<file path="src/sv/lsi_pkg.sv">
// ----------------------------------------------------------------------------
// lsi_pkg
// Shared types and codes for the stack with positional insert.
// ----------------------------------------------------------------------------
package lsi_pkg;

  localparam int KIND_W = 2;
  localparam int POS_W  = 7;
  localparam int WORD_W = 64;
  localparam int FILL_W = 7;

  localparam logic [KIND_W-1:0] KIND_PUSH   = 2'd0;
  localparam logic [KIND_W-1:0] KIND_POP    = 2'd1;
  localparam logic [KIND_W-1:0] KIND_INSERT = 2'd2;

  typedef enum logic [1:0] {
    ST_OK    = 2'd0,
    ST_EMPTY = 2'd1,
    ST_RANGE = 2'd2,
    ST_FULL  = 2'd3
  } status_t;

  // commands from the controller to the datapath
  typedef struct packed {
    logic    load;      // capture position and word, shift pointer from fill
    logic    push_in;   // write input word on top, fill up
    logic    pop_rd;    // read top entry
    logic    pop_fin;   // fill down, return the read word
    logic    sh_rd;     // read entry below the shift pointer
    logic    sh_wr;     // write read word at the shift pointer, pointer down
    logic    ins_fin;   // write captured word at captured slot, fill up
    logic    respond;   // report code without changing state
    status_t code;
  } cmd_t;

  // flags from the datapath to the controller
  typedef struct packed {
    logic full;
    logic empty;
    logic range_bad;
    logic at_top;
    logic sh_last;
  } stat_t;

endpackage

</file>
<file path="src/sv/lsi_ctrl.sv">
// ----------------------------------------------------------------------------
// lsi_ctrl
// Request sequencer: decodes an item and steps the datapath through it.
// ----------------------------------------------------------------------------
module lsi_ctrl (
  input  logic                          clk,
  input  logic                          rst,
  input  logic                          start,
  input  logic [lsi_pkg::KIND_W-1:0]    kind,
  input  lsi_pkg::stat_t                stat,
  output lsi_pkg::cmd_t                 cmd,
  output logic                          busy
);
  import lsi_pkg::*;

  typedef enum logic [2:0] {
    S_IDLE,
    S_POP,
    S_SH_RD,
    S_SH_WR,
    S_INS
  } state_t;

  state_t state;
  state_t state_next;

  always_comb begin
    cmd        = '0;
    cmd.code   = ST_OK;
    state_next = state;
    case (state)
      S_IDLE: begin
        if (start) begin
          case (kind)
            KIND_PUSH: begin
              if (stat.full) begin
                cmd.respond = 1'b1;
                cmd.code    = ST_FULL;
              end else begin
                cmd.push_in = 1'b1;
              end
            end
            KIND_POP: begin
              if (stat.empty) begin
                cmd.respond = 1'b1;
                cmd.code    = ST_EMPTY;
              end else begin
                cmd.pop_rd = 1'b1;
                state_next = S_POP;
              end
            end
            KIND_INSERT: begin
              if (stat.range_bad) begin
                cmd.respond = 1'b1;
                cmd.code    = ST_RANGE;
              end else if (stat.full) begin
                cmd.respond = 1'b1;
                cmd.code    = ST_FULL;
              end else if (stat.at_top) begin
                cmd.push_in = 1'b1;
              end else begin
                cmd.load   = 1'b1;
                state_next = S_SH_RD;
              end
            end
            default: begin
              // unused kind: report ok, nothing changes
              cmd.respond = 1'b1;
            end
          endcase
        end
      end
      S_POP: begin
        cmd.pop_fin = 1'b1;
        state_next  = S_IDLE;
      end
      S_SH_RD: begin
        cmd.sh_rd  = 1'b1;
        state_next = S_SH_WR;
      end
      S_SH_WR: begin
        cmd.sh_wr  = 1'b1;
        state_next = stat.sh_last ? S_INS : S_SH_RD;
      end
      S_INS: begin
        cmd.ins_fin = 1'b1;
        state_next  = S_IDLE;
      end
      default: begin
        state_next = S_IDLE;
      end
    endcase
  end

  always_ff @(posedge clk) begin
    if (rst) begin
      state <= S_IDLE;
    end else begin
      state <= state_next;
    end
  end

  assign busy = (state != S_IDLE);

endmodule

</file>
<file path="config.mk">
export PLATFORM = sky130hd
export DESIGN_NAME = lsi_ctrl
export DESIGN_NICKNAME = d
export VERILOG_FILES = /design/src/sv/lsi_pkg.sv /design/src/sv/lsi_ctrl.sv
export SDC_FILE = /design/constraint.sdc
export NUM_CORES = 1
export LEC_CHECK = 0
export BUFFER_PORTS_ARGS = -buffer_cell sky130_fd_sc_hd__clkbuf_2
export CAP_MARGIN = 40
export CORE_AREA = 5 5 42 44
export CTS_CLUSTER_DIAMETER = 50
export CTS_CLUSTER_SIZE = 24
export DETAILED_ROUTE_END_ITERATION = 7
export DIE_AREA = 0 0 47 49
export GPL_ROUTABILITY_DRIVEN = 0
export PLACE_DENSITY = 0.53
export REMOVE_ABC_BUFFERS = 1
export SLEW_MARGIN = 40
export SYNTH_ARGS = -nofsm -noshare
export SYNTH_HDL_FRONTEND = slang
export SYNTH_SLANG_ARGS = --single-unit
export TNS_END_PERCENT = 20
</file>
<file path="constraint.sdc">
create_clock -name clk -period 2.78 [get_ports clk]
set_clock_uncertainty 0.05 [all_clocks]
set_input_delay 0.139 -clock clk [delete_from_list [all_inputs] [get_ports clk]]
set_output_delay 0.139 -clock clk [all_outputs]
set_load 0.02 [all_outputs]
</file>
==> flow_summary.ini, run 1 <==
[sta]
rsz0062_at_grt = no
fin_ws_ns = 1.082
final_hold_viol_count = 0
slew_viol_final = 0
timing.final.crit_share_pct = 61.07
tightest_slew_ns = 0.2735
max_freq_ghz = 0.5890
holdWs_ns = 0.07022
finalSetupTns_ns = 0
period_needed_ns = 1.698
setup_viol = 0
relSlewSlack_pct = 81.74

[setup_path]
end_kind = output port
crit_required_ns = 2.59
crit_arrival_ns = 1.51
worst-setup-path-type = flop to output port
cp_max_fo = 5
cp-start-kind = flop
startpoint = state[2]
r2r_start = state[2]

[clocking]
cts_setup_buffers = 0
cts_root_buffer = clkbuf_4
cts_made_buffers = 3
cts_buffer_depth = 2
cts.clk_slew.worst_paths_ns = 0.04
cts-hold-fix-buffers = 0
worstSkewPairLatency_ns = 0.23
clock_sinks = 3
post_cts_resized = 0
htree_levels = 1
cts_tree = yes

[global_routing]
antenna_found_initial = 0
first_global_vias = 323
grt_pass1_wl_um = 1221
track_usage_pct = 7.103
overflow = 0
grt_max_degree = 10

[synthesis]
async_flop_share_pct = 0
synthesis.area_um2 = 317.8
postSynthCellCount = 40
yosysUniqueCellTypes = 22
synth_top_area_cell = dfxtp_1
ys_seq_area_share_pct = 18.90
yosys_warnings = 0
synth_most_common_cell = nor2_1
avgSynthCellArea_um2 = 7.945
ys_ff_latch = 3
ys.flop_type = dfxtp_1
synth_commonest_cells = 6 x nor2_1, 4 x a21oi_1, 3 x dfxtp_1, 3 x nand2_1, 3 x nor3b_1
synth_top_area_share_pct = 18.90
synth_area_leaders = dfxtp_1 19%, a2111oi_4 8.7%, nor2_1 7.1%, nor3b_1 7.1%, a21oi_1 6.3%
synth_enable_flop_cells = 0

[cells_and_area]
top_register = state
areaGrowthSynthToFinish_pct = 44.49
nets = 74
final_cells = 79
largest_reg_flops = 3
reg.largest.list = state (3)
n_antenna_cell = 0
finalInstanceArea_um2 = 459.2
layout-drive-gt1-share_pct = 47.62
final_util_pct = 32.77

[die]
io_pins = 21
initial_core_util_pct = 22.68
die_area_um2 = 2303
core-area_um2 = 1401
rows = 14
die_y_um = 49
die_w_um = 47

[power]
power_mw = 0.1689
ir_worst_vdd_mv = 0.2005
power_density_nw_per_um2 = 367.8
p_leak_nw = 0.2133

[drt]
wl_per_cell_um = 10.14
drtIter0Drc = 3
via_per_inst = 4.620
drc = 0
drtPass1Iterations = 4
wl_um = 801
final_antenna_net_count = 0
via_count = 365

[placed_design]
place_area_um2 = 432.9
port_buffers = 20
dp_hpwl_um = 679.6
dp.cells = 75
place_ws_ns = 1.310

[worst_hold_path]
hold_start = rst
hp-class = input port to flop

[status]
status = complete, no violations

[flow_run]
drv_cap = 0
==> critical path, cell delays in order, from the launching register on <==
cell       delay [ns]
dfxtp_1          0.34
nor3_2           0.26
nand2_2          0.14
a2111oi_4        0.32
clkbuf_2         0.22
==> metal layers <==
metal  track usage, %  vias to the layer above  wire (um)  share of wire, %
li1                 -                      191          -                 -
met1            7.221                      164        294                37
met2            11.54                       10        428                53
met3            2.952                        0         79               9.9
met4            4.147                        0          0                 0
met5                0                        -          0                 0
==> power breakdown <==
part           total [mW]  switching, mW  internal (mW)
clock network      0.0752         0.0215         0.0537
logic              0.0475         0.0286         0.0189
registers          0.0462        0.00190         0.0443
==> placed cells by master, fill, tap and decap left out <==
master	count
nor3b_2	1
nor3b_1	3
clkbuf_1	1
clkbuf_2	20
nor3_1	2
nor2_1	6
nand2_1	3
a21oi_1	4
or2_1	1
nand2_2	1
inv_1	2
clkbuf_4	3
nor3_2	1
a211oi_1	1
dfxtp_1	3
nand4_1	1
nand2b_1	1
a211oi_2	1
a22oi_2	1
nand3b_1	2
and3_1	2
a2111oi_4	1
nand3_1	1
nor3b_4	1
==> final timing paths <==
kind / endpoint / slack [ns] / cells after the start
min reg2reg: state[2] / 0.51 / 2
max: cmd[8] / 1.08 / 4
max reg2reg: state[0] / 1.65 / 3
min: state[2] / 0.07 / 2
==> area by class of cell <==
| type | instances | area [um^2] |
|---|---|---|
| well taps | 16 | 20.02 |
| fillers | 163 | 942.2 |
| flip-flops and latches | 3 | 60.06 |
| repair buffers | 20 | 100.1 |
| clock buffers | 4 | 26.28 |
| multi-input cells | 34 | 245.2 |
| inverters | 2 | 7.507 |
==> cells by family after synthesis <==
kind of cell | count (synthesis) | synth area share [%]
AOI/OAI and AO/OA | 8 | 25.20
DFF | 3 | 18.90
and+or+nand+nor | 26 | 51.97
buffers and inverters | 3 | 3.936
Note: power is estimated with default switching activity, not from simulation.
==> run 2: changes to the inputs <==
Settings changed: ABC_AREA set to 1, PLACE_DENSITY 0.53 to 0.57.
Clock period 2.78 ns to 1.55 ns, I/O delays scaled along.
==> flow_summary.ini, run 2 <==
[status]
status = complete, no violations

[synthesis]
synth_top_area_share_pct = 17.39
postSynthCellCount = 57
synthesis.area_um2 = 345.3
synth_top_area_cell = dfxtp_1
yosys_warnings = 0
ys_seq_area_share_pct = 17.39
ys.flop_type = dfxtp_1
synth_area_leaders = dfxtp_1 17%, inv_1 9.8%, nand2_1 9.8%, nor3_1 8.7%, nor2_2 7.2%
synth_enable_flop_cells = 0
synth_commonest_cells = 9 x inv_1, 9 x nand2_1, 6 x nor3_1
yosysUniqueCellTypes = 19
ys_ff_latch = 3
async_flop_share_pct = 0
avgSynthCellArea_um2 = 6.058

[cells_and_area]
final_cell_mix = 20 x clkbuf_2, 9 x inv_1, 9 x nand2_1, 6 x nor3_1, 5 x nor2_1
layout-drive-gt1-share_pct = 48.15
largest_reg_flops = 3
areaGrowthSynthToFinish_pct = 42.39
top_register = state
n_antenna_cell = 0
reg.largest.list = state (3)
layout_commonest_cell = clkbuf_2
nets = 92

[clocking]
cts_setup_buffers = 0
cts_buffer_depth = 2
htree_levels = 1
cts_tree = yes
post_cts_resized = 0
worstSkewPairLatency_ns = 0.23
cts.clk_slew.worst_paths_ns = 0.04
cts_made_buffers = 3
cts_root_buffer = clkbuf_4
clock_sinks = 3
cts-hold-fix-buffers = 0

[die]
die_w_um = 47
rows = 14
initial_core_util_pct = 24.64
io_pins = 21
die_area_um2 = 2303
core-area_um2 = 1401
die_y_um = 49

[placed_design]
place_ws_ns = 0.4157
port_buffers = 20
dp_hpwl_um = 770.7

[drt]
final_antenna_net_count = 0
via_count = 420
drc = 0
wl_um = 839
via_per_inst = 4.330
drtIter0Drc = 4
drtPass1Iterations = 4
wl_per_cell_um = 8.649

[worst_hold_path]
hp-class = input port to flop

[sta]
rsz0062_at_grt = no
max_freq_ghz = 0.7296
setup_viol = 0
finalSetupTns_ns = 0
relSlewSlack_pct = 87.11
slew_viol_final = 0
period_needed_ns = 1.371
final_hold_viol_count = 0
fin_ws_ns = 0.1793
timing.final.crit_share_pct = 88.43
tightest_slew_ns = 0.1914
holdWs_ns = 0.01176

[power]
ir_worst_vdd_mv = 0.5078
power_density_nw_per_um2 = 644.9
p_leak_nw = 0.2671

[setup_path]
crit_required_ns = 1.42
end_kind = output port
crit_arrival_ns = 1.24
worst-setup-path-type = flop to output port
regToRegSetupSlack_ns = 0.61
cp_max_fo = 5
cp-start-kind = flop

[global_routing]
overflow = 0
first_global_vias = 379
track_usage_pct = 7.871
grt_pass1_wl_um = 1421
grt_max_degree = 7
antenna_found_initial = 0

[flow_run]
drv_cap = 0
run 2: final timing paths:
path | from | end | cells after the start
max | state[1] | cmd[7] | 6
min reg2reg | state[0] | state[2] | 2
max reg2reg | state[1] | state[1] | 6
min | rst | state[2] | 2
run 2: metal layers:
metal	track usage [%]	routed length, um	part of all wire [%]
met1	9.607	362	43
met2	13.35	447	53
met3	1.107	29	3.5
met4	2.765	0	0
met5	0	0	0
run 2: final cells by class:
type | instances | area, um^2
fillers | 167 | 909.6
multi-input cells | 42 | 237.7
repair buffers | 20 | 100.1
flip-flops and latches | 3 | 60.06
inverters | 12 | 47.55
clock buffers | 4 | 26.28
well taps | 16 | 20.02
run 2: critical path, cell delays in order, from the launching register on:
cell      delay [ns]
dfxtp_1         0.33
nor2_2          0.14
nand2_2         0.10
inv_4           0.08
nand2_4         0.07
nor3_2          0.10
clkbuf_2        0.19
run 2: where the power goes:
part / leakage [nW] / internal [mW] / switching [mW]
logic: 0.228 / 0.0359 / 0.0667
clock network: 0.0150 / 0.0961 / 0.0353
registers: 0.0243 / 0.0799 / 0.00315
total: 0.267 / 0.212 / 0.105
run 2: cells by family (layout without fill, tap and decap cells):
| family | Yosys count | in the layout | synth area share (%) |
|---|---|---|---|
| simple gates | 34 | 34 | 52.90 |
| buf+inv | 12 | 36 | 13.77 |
| compound gates | 8 | 8 | 15.94 |
| flops | 3 | 3 | 17.39 |
run 2: stage by stage:
stage	std cells	area, um^2	utilization (%)	power, mW
6_report	97	491.7	35.09	0.3171
3_3_place_gp	93	465.4	33.21	0.1877
2_1_floorplan	57	345.3	-	0.1516
5_1_grt	97	491.7	35.09	0.3446
4_1_cts	97	491.7	35.09	0.3240
3_5_place_dp	93	465.4	33.21	0.1882
==> run 3: changes to the inputs <==
Settings changed: RECOVER_POWER set to 50.
==> flow_summary.ini, run 3 (same netlist as run 2, synthesis figures left out) <==
[clocking]
htree_levels = 1
cts_buffer_depth = 2
cts_root_buffer = clkbuf_4
clock_sinks = 3
cts_tree = yes
cts-hold-fix-buffers = 0
cts_made_buffers = 3
cts.clk_slew.worst_paths_ns = 0.04
cts_setup_buffers = 0
post_cts_resized = 0
worstSkewPairLatency_ns = 0.23

[status]
status = complete, no violations

[sta]
holdWs_ns = 0.009902
final_hold_viol_count = 0
timing.final.crit_share_pct = 88.35
rsz0062_at_grt = no
setup_viol = 0
slew_viol_final = 0
period_needed_ns = 1.369
finalSetupTns_ns = 0
relSlewSlack_pct = 82.83
tightest_slew_ns = 0.2586
max_freq_ghz = 0.7303

[die]
core-area_um2 = 1401
rows = 14
die_w_um = 47
die_area_um2 = 2303
initial_core_util_pct = 24.64
io_pins = 21
die_y_um = 49

[global_routing]
grt_pass1_wl_um = 1421
antenna_found_initial = 0
overflow = 0
track_usage_pct = 7.871
first_global_vias = 379
grt_max_degree = 7

[power]
ir_worst_vdd_mv = 0.5073
p_leak_nw = 0.2534
power_density_nw_per_um2 = 649.4

[cells_and_area]
reg.largest.list = state (3)
finalInstanceArea_um2 = 486.7
areaGrowthSynthToFinish_pct = 40.94
n_antenna_cell = 0
final_cells = 97
multi_input_area_um2 = 237.7
seq_area_um2 = 60.06
final_cell_mix = 16 x clkbuf_2, 9 x inv_1, 9 x nand2_1, 6 x nor3_1
largest_reg_flops = 3
layout-drive-gt1-share_pct = 43.21
final_util_pct = 34.73
nets = 92
top_register = state
layout_commonest_cell = clkbuf_2
fillers = 170

[drt]
wl_um = 841
final_antenna_net_count = 0
via_count = 420
via_per_inst = 4.330
drc = 0
drtPass1Iterations = 4
wl_per_cell_um = 8.670
drtIter0Drc = 4

[setup_path]
rr_worst_depth = 5
worst-setup-path-type = flop to output port
cp-start-kind = flop
cp_max_fo = 5
crit_required_ns = 1.42
crit_arrival_ns = 1.24
end_kind = output port

[placed_design]
port_buffers = 20
place_area_um2 = 465.4
dp_hpwl_um = 770.7
dp.cells = 93

[flow_run]
drv_cap = 0

[worst_hold_path]
whs_path_depth = 2
hp-class = input port to flop
run 3: worst paths after layout:
| path | startpoint | end | slack, ns |
|---|---|---|---|
| max | state[1] | cmd[7] | 0.18 |
| min | rst | state[2] | 0.01 |
| max reg2reg | state[0] | state[1] | 0.58 |
| min reg2reg | state[0] | state[2] | 0.50 |
run 3: cell type report:
cell class                 instances  share of cell area, %
clock buffer                       4                  5.398
timing repair buffer              20                  19.54
inverter                          12                  9.769
tap                               16                  4.113
sequential                         3                  12.34
multi-input combinational         42                  48.84
run 3: where the power goes:
part	internal, mW	leakage, nW	total [mW]	switching, mW
combinational	0.0352	0.214	0.102	0.0664
sequential	0.0799	0.0243	0.0830	0.00315
clock	0.0961	0.0150	0.131	0.0353
run 3: worst max-delay path, stage by stage, from the launching register on:
cell,delay [ns]
dfxtp_1,0.33
nor2_2,0.14
nand2_2,0.10
inv_4,0.08
nand2_4,0.07
nor3_2,0.10
clkbuf_2,0.19
run 3: metal layers:
layer	share of wire [%]	wire (um)	global-route usage, %	vias to the layer above
li1	-	-	-	230
met1	43	365	9.607	183
met2	53	447	13.35	7
met3	3.3	28	1.107	0
met4	0	0	2.765	0
met5	0	0	0	-
run 3: metrics by stage:
| stage | total power, mW | worst slack (ns) |
|---|---|---|
| global route | 0.3437 | 0.07200 |
| CTS | 0.3240 | 0.1711 |
| detailed placement | 0.1882 | 0.4157 |
| finish | 0.3161 | 0.1807 |
| floorplan | 0.1516 | 0.3667 |
| global placement | 0.1877 | 0.4331 |
